==> config.mk <==
export PLATFORM = sky130hd
export DESIGN_NAME = bch_63_56_block_decoder_unit
export DESIGN_NICKNAME = d
export VERILOG_FILES = /design/src/rtl/bch_pkg.sv /design/src/rtl/bch_syn.sv /design/src/rtl/bch_loc.sv /design/src/rtl/bch_63_56_block_decoder_unit.sv
export SDC_FILE = /design/constraint.sdc
export NUM_CORES = 1
export LEC_CHECK = 0
export BUFFER_PORTS_ARGS = -buffer_cell sky130_fd_sc_hd__buf_4
export CORE_MARGIN = 2
export CORE_UTILIZATION = 50
export CTS_CLUSTER_SIZE = 24
export DETAILED_ROUTE_END_ITERATION = 10
export PLACE_DENSITY = 0.78
export SLEW_MARGIN = 20
export SYNTH_ARGS = -nofsm -noshare
export SYNTH_HDL_FRONTEND = slang
export SYNTH_HIERARCHICAL = 1
export SYNTH_SLANG_ARGS = --single-unit
==> constraint.sdc <==
create_clock -name clock -period 2.3 [get_ports clock]
set_input_delay 0.23 -clock clock [delete_from_list [all_inputs] [get_ports clock]]
set_output_delay 0.23 -clock clock [all_outputs]
set_load 0.01 [all_outputs]
==> src/rtl/bch_pkg.sv <==
package bch_pkg;

   // codeword geometry
   localparam int unsigned CW_BITS   = 63;
   localparam int unsigned DATA_BITS = 56;
   localparam int unsigned PAR_BITS  = CW_BITS - DATA_BITS;
   localparam int unsigned REM_BITS  = 6;
   localparam int unsigned POS_BITS  = 7;

   // low terms of g1(x) = x^6 + x + 1
   localparam logic [REM_BITS-1:0] G_LOW = 6'h03;

   // status codes
   localparam logic [1:0] ST_OK        = 2'd0;
   localparam logic [1:0] ST_CORRECTED = 2'd1;
   localparam logic [1:0] ST_DET_ODD   = 2'd2;
   localparam logic [1:0] ST_DET_EVEN  = 2'd3;

   // position reported when nothing was corrected
   localparam logic [POS_BITS-1:0] POS_NONE = 7'h7F;

   // syndrome stage result
   typedef struct packed {
      logic                valid;
      logic [REM_BITS-1:0] rem;
      logic                par;
   } syn_type;

   // build x^i mod g1(x) for every bit i of the codeword
   function automatic logic [CW_BITS*REM_BITS-1:0] build_syn_tbl();
      logic [CW_BITS*REM_BITS-1:0] tbl;
      logic [REM_BITS-1:0]         r;
      tbl = '0;
      r   = 6'h01;
      for (int i = 0; i < CW_BITS; i++) begin
         tbl[i*REM_BITS +: REM_BITS] = r;
         r = r[REM_BITS-1] ? ({r[REM_BITS-2:0], 1'b0} ^ G_LOW) : {r[REM_BITS-2:0], 1'b0};
      end
      return tbl;
   endfunction

   localparam logic [CW_BITS*REM_BITS-1:0] SYN_TBL = build_syn_tbl();

endpackage

==> src/rtl/bch_syn.sv <==
module bch_syn (
   input  logic                             clock,
   input  logic                             reset,
   input  logic                             in_valid,
   input  logic [bch_pkg::CW_BITS-1:0]      in_word,
   output bch_pkg::syn_type                 syn_ff,
   output logic [bch_pkg::DATA_BITS-1:0]    data_ff
);
   import bch_pkg::*;

   logic [CW_BITS-1:0]  word_inv;
   logic [REM_BITS-1:0] rem_in;
   logic                par_in;

   // restore the complemented parity bits
   assign word_inv = in_word ^ {{DATA_BITS{1'b0}}, {PAR_BITS{1'b1}}};

   // remainder as XOR of x^i mod g1 over set bits, plus overall parity
   always_comb begin
      rem_in = '0;
      for (int i = 0; i < CW_BITS; i++) begin
         if (word_inv[i]) begin
            rem_in = rem_in ^ SYN_TBL[i*REM_BITS +: REM_BITS];
         end
      end
      par_in = ^word_inv;
   end

   // hold valid under reset, advance payload
   always_ff @(posedge clock) begin
      if (reset) begin
         syn_ff.valid <= 1'b0;
      end else begin
         syn_ff.valid <= in_valid;
      end
      syn_ff.rem <= rem_in;
      syn_ff.par <= par_in;
   end

   always_ff @(posedge clock) begin
      data_ff <= in_word[CW_BITS-1:PAR_BITS];
   end

endmodule

==> src/rtl/bch_loc.sv <==
module bch_loc (
   input  logic                                clock,
   input  logic                                reset,
   input  bch_pkg::syn_type                    syn,
   input  logic [bch_pkg::DATA_BITS-1:0]       data,
   output logic                                out_valid_ff,
   output logic [bch_pkg::DATA_BITS-1:0]       out_data_ff,
   output logic [1:0]                          out_status_ff,
   output logic [bch_pkg::POS_BITS-1:0]        out_pos_ff
);
   import bch_pkg::*;

   logic                  m_valid_ff;
   logic [CW_BITS-1:0]    m_hit_ff;
   logic [CW_BITS-1:0]    hit_in;
   logic [1:0]            m_status_ff;
   logic [1:0]            status_in;
   logic [DATA_BITS-1:0]  m_data_ff;
   logic [DATA_BITS-1:0]  data_in;
   logic [POS_BITS-1:0]   pos_in;
   logic                  want_fix;

   // match the remainder against the column of every position
   assign want_fix = (syn.rem != '0) && syn.par;

   always_comb begin
      for (int k = 0; k < CW_BITS; k++) begin
         hit_in[k] = want_fix &&
                     (syn.rem == SYN_TBL[(CW_BITS-1-k)*REM_BITS +: REM_BITS]);
      end
   end

   // classify the word
   always_comb begin
      if (syn.rem == '0) begin
         status_in = syn.par ? ST_DET_ODD : ST_OK;
      end else if (!syn.par) begin
         status_in = ST_DET_EVEN;
      end else if (hit_in != '0) begin
         status_in = ST_CORRECTED;
      end else begin
         status_in = ST_DET_ODD;
      end
   end

   // match stage registers
   always_ff @(posedge clock) begin
      if (reset) begin
         m_valid_ff <= 1'b0;
      end else begin
         m_valid_ff <= syn.valid;
      end
   end

   always_ff @(posedge clock) begin
      m_hit_ff    <= hit_in;
      m_status_ff <= status_in;
      m_data_ff   <= data;
   end

   // encode the one-hot hit and flip the matching data bit
   always_comb begin
      pos_in = '0;
      for (int k = 0; k < CW_BITS; k++) begin
         if (m_hit_ff[k]) begin
            pos_in = pos_in | POS_BITS'(k);
         end
      end
      if (m_hit_ff == '0) begin
         pos_in = POS_NONE;
      end
      for (int k = 0; k < DATA_BITS; k++) begin
         data_in[DATA_BITS-1-k] = m_data_ff[DATA_BITS-1-k] ^ m_hit_ff[k];
      end
   end

   // output stage registers
   always_ff @(posedge clock) begin
      if (reset) begin
         out_valid_ff <= 1'b0;
      end else begin
         out_valid_ff <= m_valid_ff;
      end
   end

   always_ff @(posedge clock) begin
      out_data_ff   <= data_in;
      out_status_ff <= m_status_ff;
      out_pos_ff    <= pos_in;
   end

endmodule

==> src/rtl/bch_63_56_block_decoder_unit.sv <==
// channel   | ports                                   | handshake
// ----------+-----------------------------------------+------------------------------
// request   | start, busy, req_code_word              | word taken when start & !busy
// response  | rsp_strobe, rsp_data_out, rsp_status,   | one-cycle strobe, no hold-off
//           | rsp_corrected_position                  |
//
// One word is taken every cycle; busy is always low.
// Each result passes through the four register stages after its word is taken:
// input, syndrome, position match, correct and encode.
// Synchronous active-high reset clears the stage valid bits; payload is not reset.
// The response side has no stall, so the pipeline never holds.
module bch_63_56_block_decoder_unit (
   input  logic                                clock,
   input  logic                                reset,
   input  logic                                start,
   output logic                                busy,
   input  logic [bch_pkg::CW_BITS-1:0]         req_code_word,
   output logic                                rsp_strobe,
   output logic [bch_pkg::DATA_BITS-1:0]       rsp_data_out,
   output logic [1:0]                          rsp_status,
   output logic signed [bch_pkg::POS_BITS-1:0] rsp_corrected_position
);
   import bch_pkg::*;

   logic                 in_valid_ff;
   logic [CW_BITS-1:0]   in_word_ff;
   syn_type              syn;
   logic [DATA_BITS-1:0] syn_data;
   logic [POS_BITS-1:0]  pos;

   assign busy = 1'b0;

   // capture the incoming word
   always_ff @(posedge clock) begin
      if (reset) begin
         in_valid_ff <= 1'b0;
      end else begin
         in_valid_ff <= start && !busy;
      end
   end

   always_ff @(posedge clock) begin
      in_word_ff <= req_code_word;
   end

   bch_syn u_syn (
      .clock    (clock),
      .reset    (reset),
      .in_valid (in_valid_ff),
      .in_word  (in_word_ff),
      .syn_ff   (syn),
      .data_ff  (syn_data)
   );

   bch_loc u_loc (
      .clock         (clock),
      .reset         (reset),
      .syn           (syn),
      .data          (syn_data),
      .out_valid_ff  (rsp_strobe),
      .out_data_ff   (rsp_data_out),
      .out_status_ff (rsp_status),
      .out_pos_ff    (pos)
   );

   assign rsp_corrected_position = $signed(pos);

`ifndef ASSERT_OFF
   a_latency : assert property (@(posedge clock) disable iff (reset)
      (start && !busy) |-> ##4 rsp_strobe)
      else $error("response strobe missing four cycles after accept");

   a_pos_status : assert property (@(posedge clock) disable iff (reset)
      rsp_strobe |-> ((rsp_status == ST_CORRECTED) == (pos != POS_NONE)))
      else $error("corrected position disagrees with status");

   a_pos_range : assert property (@(posedge clock) disable iff (reset)
      (rsp_strobe && (rsp_status == ST_CORRECTED)) |-> (pos < POS_BITS'(CW_BITS)))
      else $error("corrected position out of range");
`endif

endmodule

======== Word level (Yosys, flattened, before mapping) ========
Index checks and enable logic that the tools add are counted.
storage, ports and cells
  output and inout bits ................... 67
  flip-flop bits (word level) ............. 316
  input port bits ......................... 66
  word-level logic and storage cells ...... 402
cells by class
  reduce and logical (&&, ||, !) cells .... 74
  eq/ne operators ......................... 63
  bitwise operators ....................... 119
  mux-type cells .......................... 127
operators by type and width
  kind                                           number
  == test 6 bit, second input constant           32
  2-to-1 mux 6 bit                               32
  2-to-1 mux 5 bit                               32
  == test 6 x 5 -> 1 bit, second input constant  16
  2-to-1 mux 4 bit                               24
  logical AND 1 bit                              64
  logical NOT 63 bit                             1
  nonzero test 63 bit                            1
  XOR reduction 63 bit                           1
  inverter 3 bit                                 20
  inverter 4 bit                                 15
  bitwise XOR 1 bit                              56
  == test 6 x 4 -> 1 bit, second input constant  8
  2-to-1 mux 3 bit                               16
  2-to-1 mux 2 bit                               17
  OR reduction 32 bit                            1
  inverter 2 bit                                 15
  inverter 5 bit                                 6
  == test 6 x 3 -> 1 bit, second input constant  4
  OR reduction 16 bit                            1
  == test 6 x 2 -> 1 bit, second input constant  2
  OR reduction 8 bit                             1
  inverter 7 bit                                 1
  == test 6 x 1 -> 1 bit, second input constant  1
  other kinds (7)                                16

======== Longest topological paths before layout ========
  depth after elaboration ................. 121
  gate-level depth with buffers ........... 5
  gate-level depth less buffers ........... 5

======== Hierarchy ========
Netlist, hierarchy kept.
modules (own cells, without submodules)
  module                        cells each  area an instance (um^2)  seq. area each (um^2)  times used
  bch_loc                       406         5,062.4                  3,763.6                1
  bch_syn                       176         2,591.2                  1,281.2                1
  bch_63_56_block_decoder_unit  67          1,306.3                  1,281.2                1

======== Least setup slack after synthesis ========
Ideal clock, no wire load.
  path kind ............................... reg-to-reg
  from .................................... reg in_word_ff[26]
  to ...................................... reg u_syn/syn_ff[0] (netlist bit)
  slack ................................... 0.298 ns
  library setup time ...................... 0.131 ns
  data arrival time ....................... 1.870 ns
  required time ........................... 2.169 ns
  path buffers ............................ 0
  clock period less this slack ............ 2.002 ns
  stages on the path, launching flop included .. 6
  cells stage by stage .................... dfxtp_1 xnor3_1 xor2_2 xnor3_1 xnor3_1 xor3_1
on the way
  cells in the longest elaborated chain, start to end .. 1
ends and longest elaborated chain
  element                 RTL line                            text
  start, declared         bch_63_56_block_decoder_unit.sv:26  logic [CW_BITS-1:0] in_word_ff;
  start signal, assigned  bch_63_56_block_decoder_unit.sv:43  in_word_ff <= req_code_word;
  XOR reduction 63 bit    bch_syn.sv:26                       par_in = ^word_inv;
  named net u_syn.par_in  bch_syn.sv:13                       logic par_in;
  end, declared           bch_syn.sv:6                        output bch_pkg::syn_type syn_ff,
The timed path passes the listed nets, and every way through them passes these cells.
A chain may end at the register's enable or synchronous reset.

======== Worst setup path in the final report ========
Ends and elaborated chain as after synthesis.

==> flow_summary.ini <==
[outcome]
status = completed

[synth]
synth_area_leader_cell = dfxtp_1
synthMuxAreaShare_pct = 0
ys_seq_elements = 316
synth-warning-count = 6
netlist_instances = 649
synth_top_family_by_area = XOR/XNOR gates
synth_fa_ha_area_share_pct = 0
syn_nets = 715
synth_compound_area_share_pct = 0.405
synth_flop_cell = dfxtp_1
avgSynthCellArea_um2 = 13.8
synth_xor_area_share_pct = 20.1
synthSimpleGateAreaFrac_pct = 8.57
synth.top_cell.area_share_pct = 70.6
ys_top_cells_by_area = dfxtp_1 71%, xor2_1 7.5%, xnor2_1 6.4%
synth-edff-count = 0
synthArstFlopShare_pct = 0
synthDistinctLibCells = 35
syn_area_um2 = 8960
synth.most_common_cell = dfxtp_1
synth_common_cells = 316 x dfxtp_1, 77 x xor2_1, 76 x nor2_1
yosysSeqAreaShare_pct = 70.6

[die]
core_area_um2 = 17400
die_y_um = 138
die_w_um = 138
io_pins = 133
dieArea_um2 = 19000
initial_core_util_pct = 51.4
rows = 48

[route]
met3WireLength_mm = 1.24
met1_length_mm = 8.57
drt_wl_total_mm = 21.1
vias = 5291
wl_met2_mm = 10.7
ant_nets = 0
firstDrtPassIters = 5
wl_per_cell_um = 18.8
drt_iter0_drc = 360
viasPerCell = 4.73
topRoutingLayerUsed = met4
drc_errors = 0

[critical_path]
worstPathMaxFanout = 3
startpoint_type = flop
cpPeakStageDelay_ns = 0.46
cpMostUsedCell = xnor3_1
path_buf_inv = 0
path_cells = xnor3_1 -> xor2_2 -> xnor3_1 -> xnor3_1 -> xor3_1
arrival_ns = 2.60
slowest_stage = xnor3_1
r2r_slack_ns = 0.11
endpoint_kind = flop
crit_family = XOR/XNOR gates
cp.required_ns = 2.71
crit_type = reg -> reg

[power]
fin_total_pwr_mw = 14.1
powerDensity_nw_per_um2 = 1180
leakagePower_nw = 5.28
irDropWorstVdd_uv = 654

[global_routing]
grt_pass1_wl_mm = 31.0
grt_pass1_vias = 5437
gr-usage-all-layers_pct = 22.5
grt-ovfl-total = 0
antenna_found_initial = 0
grt_max_degree = 17

[timing]
tns_ns = 0
min_period_over_period_pct = 95.1
hold_violations = 0
grt_setup_unrepaired = no
setup_ws_ns = 0.112
worst_pin_slew_ns = 0.812
period_minus_slack_ns = 2.19
final.setup_skew_ns = 0.00949
clock.fmax_mhz = 457
slew_violations = 0
setup_viol = 0
max-slew-margin-rel_pct = 45.7

[clocking]
root_buffer = clkbuf_16
post-cts-setup-buffers = 0
htree_levels = 1
clkTransAtPathRegs_ns = 0.07
clock_latency_ns = 0.53
clk_path_buf_depth = 3
cts_tree = built
cts_made_buffers = 29
cts.sinks = 316

[final_layout]
layout.cells.non_filler = 1119
fin_nets = 938
drive_above_1_share_pct = 21.9
syn2layout_area_growth_pct = 32.7
diodes = 0
postLayoutCellArea_um2 = 11900
nFillCells = 1180

[placed_design]
numPlacedInstances = 1001
portBuffers = 131
pre_cts_ws_ns = 0.157
placement.cell_area_um2 = 10200
hpwl_mm = 14.1
place.gp.congestion = 0.951

[hold_path]
min_path_type = reg -> reg

[job]
maxCapViolCount = 0
-- cells by family (layout without fill, tap and decap cells) --
logic type	after synthesis	after routing
DFF	316	316
AOI/OAI and AO/OA	5	5
buffers and inverters	5	250
and+or+nand+nor	154	154
xor gates and xnor gates	168	168
other	1	1
-- power breakdown --
part	internal [mW]	switching, mW
clock network	3.02	2.00
logic	1.40	1.28
registers	6.00	0.373
-- cells in the final DEF, fill, tap and decap left out, types with 4 or more instances in the layout --
master	n
dfxtp_1	316
buf_4	132
xor2_1	77
nor2_1	76
dlygate4sd3_1	65
xnor2_1	65
clkbuf_16	29
nor4_1	19
xnor3_1	17
nand2_1	13
nand3_1	12
clkbuf_8	8
nor2b_1	7
nand4_1	5
nor3_1	5
bufinv_16	4
clkinvlp_4	4
clkinv_2	4
-- metrics by stage --
| step | hold WS [ns] | util (%) |
|---|---|---|
| after floorplan | 0.258 | - |
| after global placement | 0.310 | 58.6 |
| after detailed placement | 0.312 | 58.6 |
| after CTS | 0.323 | 68.2 |
| after global routing | 0.330 | 68.2 |
| final | 0.323 | 68.2 |
-- worst paths after layout --
check / start / end / depth (start not counted)
hold reg to reg: u_syn/data_ff[7]$_DFF_P_ / u_loc/m_data_ff[7]$_DFF_P_ / 0
setup reg to reg: in_word_ff[26]$_DFF_P_ / u_syn/syn_ff[0]$_DFF_P_ / 5
hold / removal: u_syn/data_ff[7]$_DFF_P_ / u_loc/m_data_ff[7]$_DFF_P_ / 0
setup / recovery: in_word_ff[26]$_DFF_P_ / u_syn/syn_ff[0]$_DFF_P_ / 5
-- timing repair --
item,4_1_cts,5_1_grt
gates resized for setup,0,0
hold buffers,65,0
endpoints found under the hold margin,67,0
-- metal layers --
| layer | vias to the layer above | GRT usage (%) |
|---|---|---|
| met2 | 215 | 39.6 |
| li1 | 2541 | - |
| met1 | 2494 | 28.3 |
| met4 | 0 | 7.65 |
| met3 | 41 | 3.51 |
| met5 | - | 0 |
-- registers in the layout, indices dropped and copies added (netlist names) --
name                 count
in_valid_ff              1
in_word_ff              63
u_loc/m_data_ff         56
u_loc/m_hit_ff          63
u_loc/m_status_ff        2
u_loc/m_valid_ff         1
u_loc/out_data_ff       56
u_loc/out_pos_ff         7
u_loc/out_status_ff      2
u_loc/out_valid_ff       1
u_syn/data_ff           56
u_syn/syn_ff             8
-- layout make-up --
cell class | count | area, um^2 | share of cell area, %
clock buffers | 40 | 847 | 7.13
clock inverters | 13 | 179 | 1.51
multi-input cells | 328 | 2610 | 22.0
flip-flops and latches | 316 | 6330 | 53.2
well taps | 225 | 282 | 2.37
repair buffers | 197 | 1640 | 13.8
Power figures use the tool's default switching activity.
